### config.mk
export PLATFORM = sky130hd
export DESIGN_NAME = olp_ram
export DESIGN_NICKNAME = d
export VERILOG_FILES = /design/src/sv/online_lp_dual_update_engine_defines.svh /design/src/sv/olp_pkg.sv /design/src/sv/olp_ram.sv
export SDC_FILE = /design/constraint.sdc
export NUM_CORES = 2
export LEC_CHECK = 0
export ABC_AREA = 1
export BUFFER_PORTS_ARGS = -buffer_cell sky130_fd_sc_hd__clkbuf_2
export CAP_MARGIN = 20
export CORE_ASPECT_RATIO = 1.75
export CORE_UTILIZATION = 50
export CTS_CLUSTER_SIZE = 12
export DETAILED_ROUTE_END_ITERATION = 10
export HOLD_SLACK_MARGIN = 0.02
export PLACE_DENSITY = 0.66
export REMOVE_ABC_BUFFERS = 1
export SYNTH_ARGS = -nofsm -noshare
export SYNTH_HDL_FRONTEND = slang
export SYNTH_SLANG_ARGS = --single-unit
### constraint.sdc
create_clock -name clk -period 6.45 [get_ports clk]
set_clock_uncertainty 0.05 [all_clocks]
set_input_delay 0.645 -clock clk [delete_from_list [all_inputs] [get_ports clk]]
set_output_delay 0.645 -clock clk [all_outputs]
set_load 0.01 [all_outputs]
### src/sv/online_lp_dual_update_engine_defines.svh
// Assertion macros shared by the online LP dual update engine
`ifndef ONLINE_LP_DUAL_UPDATE_ENGINE_DEFINES_SVH
`define ONLINE_LP_DUAL_UPDATE_ENGINE_DEFINES_SVH

// Property that holds at every clock edge outside reset
`define OLP_CHECK(label, expr, msg) \
    label: assert property (@(posedge clk) disable iff (!rst_n) (expr)) else $error(msg);

// Condition in one cycle implies a consequence in the next
`define OLP_NEXT(label, cond, conseq, msg) \
    label: assert property (@(posedge clk) disable iff (!rst_n) (cond) |=> (conseq)) \
        else $error(msg);

`endif

### src/sv/olp_pkg.sv
// Types and constants of the online LP dual update engine
package olp_pkg;

    localparam int DEF_ROWS               = 1024;
    localparam int DEF_MAX_COLUMN_ENTRIES = 64;
    localparam int DEF_FRACTION_BITS      = 16;
    localparam int STEP_SHIFT             = 16;
    localparam int CFG_DATA_W             = 16;

    typedef enum logic [1:0] {
        FUNC_LOAD  = 2'd0,
        FUNC_ENTRY = 2'd1,
        FUNC_CLOSE = 2'd2,
        FUNC_NONE  = 2'd3
    } func_t;

    typedef enum logic {
        CFG_STEP_SIZE     = 1'b0,
        CFG_DUAL_INIT_ONE = 1'b1
    } cfg_index_t;

    typedef struct packed {
        logic [1:0]         func;
        logic [9:0]         row_index;
        logic signed [31:0] entry_value;
        logic signed [31:0] row_share;
        logic               is_equality;
        logic [15:0]        column_id;
        logic signed [31:0] objective;
        logic               last_in_column;
    } in_item_t;

    typedef struct packed {
        logic [15:0] out_column_id;
        logic        take_column;
        logic        buffer_overflow;
    } out_item_t;

    typedef struct packed {
        logic signed [31:0] price;
        logic signed [31:0] share;
        logic               equality;
        logic [31:0]        stamp;
    } row_word_t;

    // Saturate a 43-bit signed value to 32 bits
    function automatic logic signed [31:0] sat43(input logic signed [42:0] v);
        logic signed [42:0] hi;
        logic signed [42:0] lo;
        begin
            hi = 43'sh7FFF_FFFF;
            lo = -43'sh8000_0000;
            if (v > hi)
                sat43 = 32'sh7FFF_FFFF;
            else if (v < lo)
                sat43 = 32'sh8000_0000;
            else
                sat43 = v[31:0];
        end
    endfunction

endpackage

### src/sv/olp_ram.sv
// Single-port-write, registered-read synchronous RAM
module olp_ram
    import olp_pkg::*;
#(
    parameter int WIDTH = 32,
    parameter int DEPTH = 64,
    parameter int AW    = 6
)
(
    input  logic             clk,
    input  logic             we,
    input  logic [AW-1:0]    waddr,
    input  logic [WIDTH-1:0] wdata,
    input  logic [AW-1:0]    raddr,
    output logic [WIDTH-1:0] rdata
);

    logic [WIDTH-1:0] mem [DEPTH];

    always_ff @(posedge clk)
    begin
        if (we)
            mem[waddr] <= wdata;
        rdata <= mem[raddr];
    end

endmodule

Word-level counts from Yosys, hierarchy flattened
Memory sizes are Yosys's and may differ from the RTL's. A register that Yosys moved wholly into a read port is not among the register bits.
Cells that the tools add are included.

storage, ports and cells
  bits in registers = 0
  RAM bits = 2048
  input port bits = 46
  output and inout bits = 32
  logic and storage cells = 3
  memories = 1

memory list
  memory  words  width  read ports  clocked after Yosys merged registers in  write ports  RTL line       source
  mem     64     32     1           1                                        1            olp_ram.sv:18  logic [WIDTH-1:0] mem [DEPTH];

operators by class
  mux-type cells = 2

operators by type and width
  operator  number
  $mux W1   2

Logic depth before layout (Yosys ltp)
  depth in word-level cells = 2
  depth in mapped cells = 13

Worst setup path after synthesis
Ideal clock, no wire load.

  path kind = in2reg
  from = in we
  to = mem mem[48][0], enable pin
  arrival time = 4.273 ns
  slack = 1.625 ns
  stages = 3
  path buffers = 1
  cell sequence = clkbuf_1 nand4_1 nor4_1

on the way
  longest elaborated chain between the ends = 2

ends and longest elaborated chain
  item                           RTL line       source
  start: declaration             olp_ram.sv:11  input logic we,
  $mux W1                        olp_ram.sv:22  if (we)
  $mux W1 (implied by the code)  olp_ram.sv:23  mem[waddr] <= wdata;
  end: declaration               olp_ram.sv:18

No other way between the ends.

Final worst setup path
  from = in waddr[1]
  to = mem mem[9][10], enable pin

RTL lines
  item                RTL line       source
  start: declaration  olp_ram.sv:12  input logic [AW-1:0] waddr,

No word-level cell before the write port.

==> metrics.txt <==
status=complete, no violations; largest family of logic cells by synthesized area=simple AND/OR/NAND/NOR gates; sum of negative setup slack=0 ns; RSZ-0062 raised after global routing=no; reported max-cap violation count=0; post-CTS setup repair buffer count=0; final net count=6789; Pwr Total=27100 uW; placed cell areas=85400 sq um; grt ovf=0; Starting Density=50.3%; Slew Viols, Final=0; XOR/XNOR share of the synthesized area=0%; Synth Area in Compound Gates=0%; wire length of the first global-routing pass=323 mm; Hold WS=0.171 ns; CTS max path bufs=4; simple-gate share of the synthesized area=22.1%; Mean Syn Cell Area=12.2 sq um; DRC=0; type of the most critical hold path=input pin to flip-flop; post-synthesis adder-cell area fraction=0%; CP Data Arrival Time=3.58 ns; post-synthesis cell area=82700 sq um; crit path time final=3.13 ns; Critical Path End Type=flip-flop; Final ANT Viol Nets=0; die span in y=540 um; final hold violation count=0; worst reg2reg setup slack=4.81 ns; post-synthesis sequential area ratio=75.1%; cells on worst reg2reg path=8; VDD IR max=0.000185 V; Critical R2R Launch=mem[12][14]; GR Util All Layers=25.8%; Synth Instances=6769; Row Count=197; distinct cell type count after synthesis=16; die area=167000 sq um; vias in the first global route=51700; H-tree depth=4; worst-margin pin slew=1.08 ns; clock tree sinks=2080; clock buffer count from CTS=200; placed insts=8717; mux cell area share after synthesis=0%; Worst-path clk slew=0.06 ns; synthesized flop and latch total=2080; critical path required time=6.90 ns; wire length per cell=24.0 um; yosys warns=0; io pins=78; CTS resizes=0; initial antenna violation count=8; largest net degree at the start of global routing=253; Startpoint Class=input pin; placed wire-length estimate=113 mm; Crit Path Class=input pin to flip-flop; Slew Limit Headroom=27.8%; CP endpoint=mem[9][10]; worst setup path start=waddr[1]; Root Driver=clkbuf_16; total number of vias=53000; drt first pass iters=6; fin crit share=48.5%; 1st-iter DRT viols=5317; Hold Buf Count CTS=0; IO Port Bufs=77; final setup fails=0; Die Wd=310 um; Crit Path Max Fanout=21; final wirelength=217 mm; Max Clk Rate=0.319 GHz; Core Area=164000 sq um; PD cells=297 nW/um^2; CTS tree=built; routed vias/inst=5.86; gpl congestion=0.821; Leakage=0.0317 uW; worst reg2reg path endpoint=rdata[14]; area grow syn2layout=10.2%; final std cells w/o fill=9040; fraction of layout cells with a size suffix above 1=7.29%; fin area=91200 sq um; clk_lat worst skew=0.83 ns
area by class of cell:
type	count	area (sq um)
clock inverter	4	33.8
sequential	2080	62100
tap	2189	2740
timing repair buffer	221	1930
multi-input combinational	4228	18800
antenna	2	5.00
clock buffer	304	5470
inverter	12	82.6
fill	13100	73200
how the worst min path moves through the flow:
stage                            from     endpoint  slack (ns)  cells past startpoint
after floorplan           mem[52][18]    rdata[18]        0.67                      8
after global placement     mem[4][22]    rdata[22]        0.74                      8
after detailed placement    mem[8][2]     rdata[2]        0.73                      8
after CTS                   wdata[21]  mem[51][21]        0.24                      1
after global routing        wdata[23]  mem[55][23]        0.17                      1
final                       wdata[23]  mem[55][23]        0.17                      1
state kept, by name, indices dropped and copies added, names as in the netlist:
register  count
rdata        32
mem        2048
report_power, final:
group	leakage, uW	switching [uW]	total, uW	internal, uW
registers	0.0187	35.0	15000	15000
logic	0.0104	1230	1630	403
clock network	0.00264	4680	10400	5760
per-stage QoR:
| step | utilization, % | setup slack, ns |
|---|---|---|
| floorplan | - | 0.220 |
| global placement | 51.9 | 2.68 |
| detailed placement | 51.9 | 2.55 |
| CTS | 55.3 | 3.40 |
| global route | 55.5 | 3.26 |
| finish | 55.5 | 3.32 |
per-layer routing:
metal / vias up / wire length, um / track usage, %
met5: - / 67 / 0
met4: 10 / 7840 / 9.99
met3: 497 / 15100 / 3.13
met2: 2299 / 113000 / 45.4
met1: 26200 / 81500 / 32.3
li1: 24000 / - / -
cell usage in the layout, fill, tap and decap left out, types with 4 or more instances in the layout:
cell type     n
nand2_1    2248
nor4_2        8
clkbuf_2     72
clkbuf_1    100
dfxtp_1      32
inv_6         4
inv_1         6
clkbuf_16   203
buf_8         4
nor2_4       56
buf_4       111
nand3_1    1907
buf_12       33
nand4_1       9
edfxtp_1   2048
Yosys cell counts (all sizes together):
cell type | count | area (sq um)
buf | 372 | 1960
inv | 12 | 47.6
dfxtp | 32 | 641
nand4 | 9 | 56.3
nor2 | 56 | 210
nand3 | 1907 | 9540
nor4 | 8 | 50.1
clkbuf | 77 | 289
edfxtp | 2048 | 61500
nand2 | 2248 | 8440
logic make-up after synthesis:
group,count (synthesis)
flip-flops,2080
AND/OR/NAND/NOR,4228
buffers and inverters,461
critical path: stages:
cell and delay, ns:
clkbuf_2 0.18, inv_1 0.29, nand4_1 0.88, nor2_4 1.18, buf_4 0.37
(Power assumes the default switching activity.)
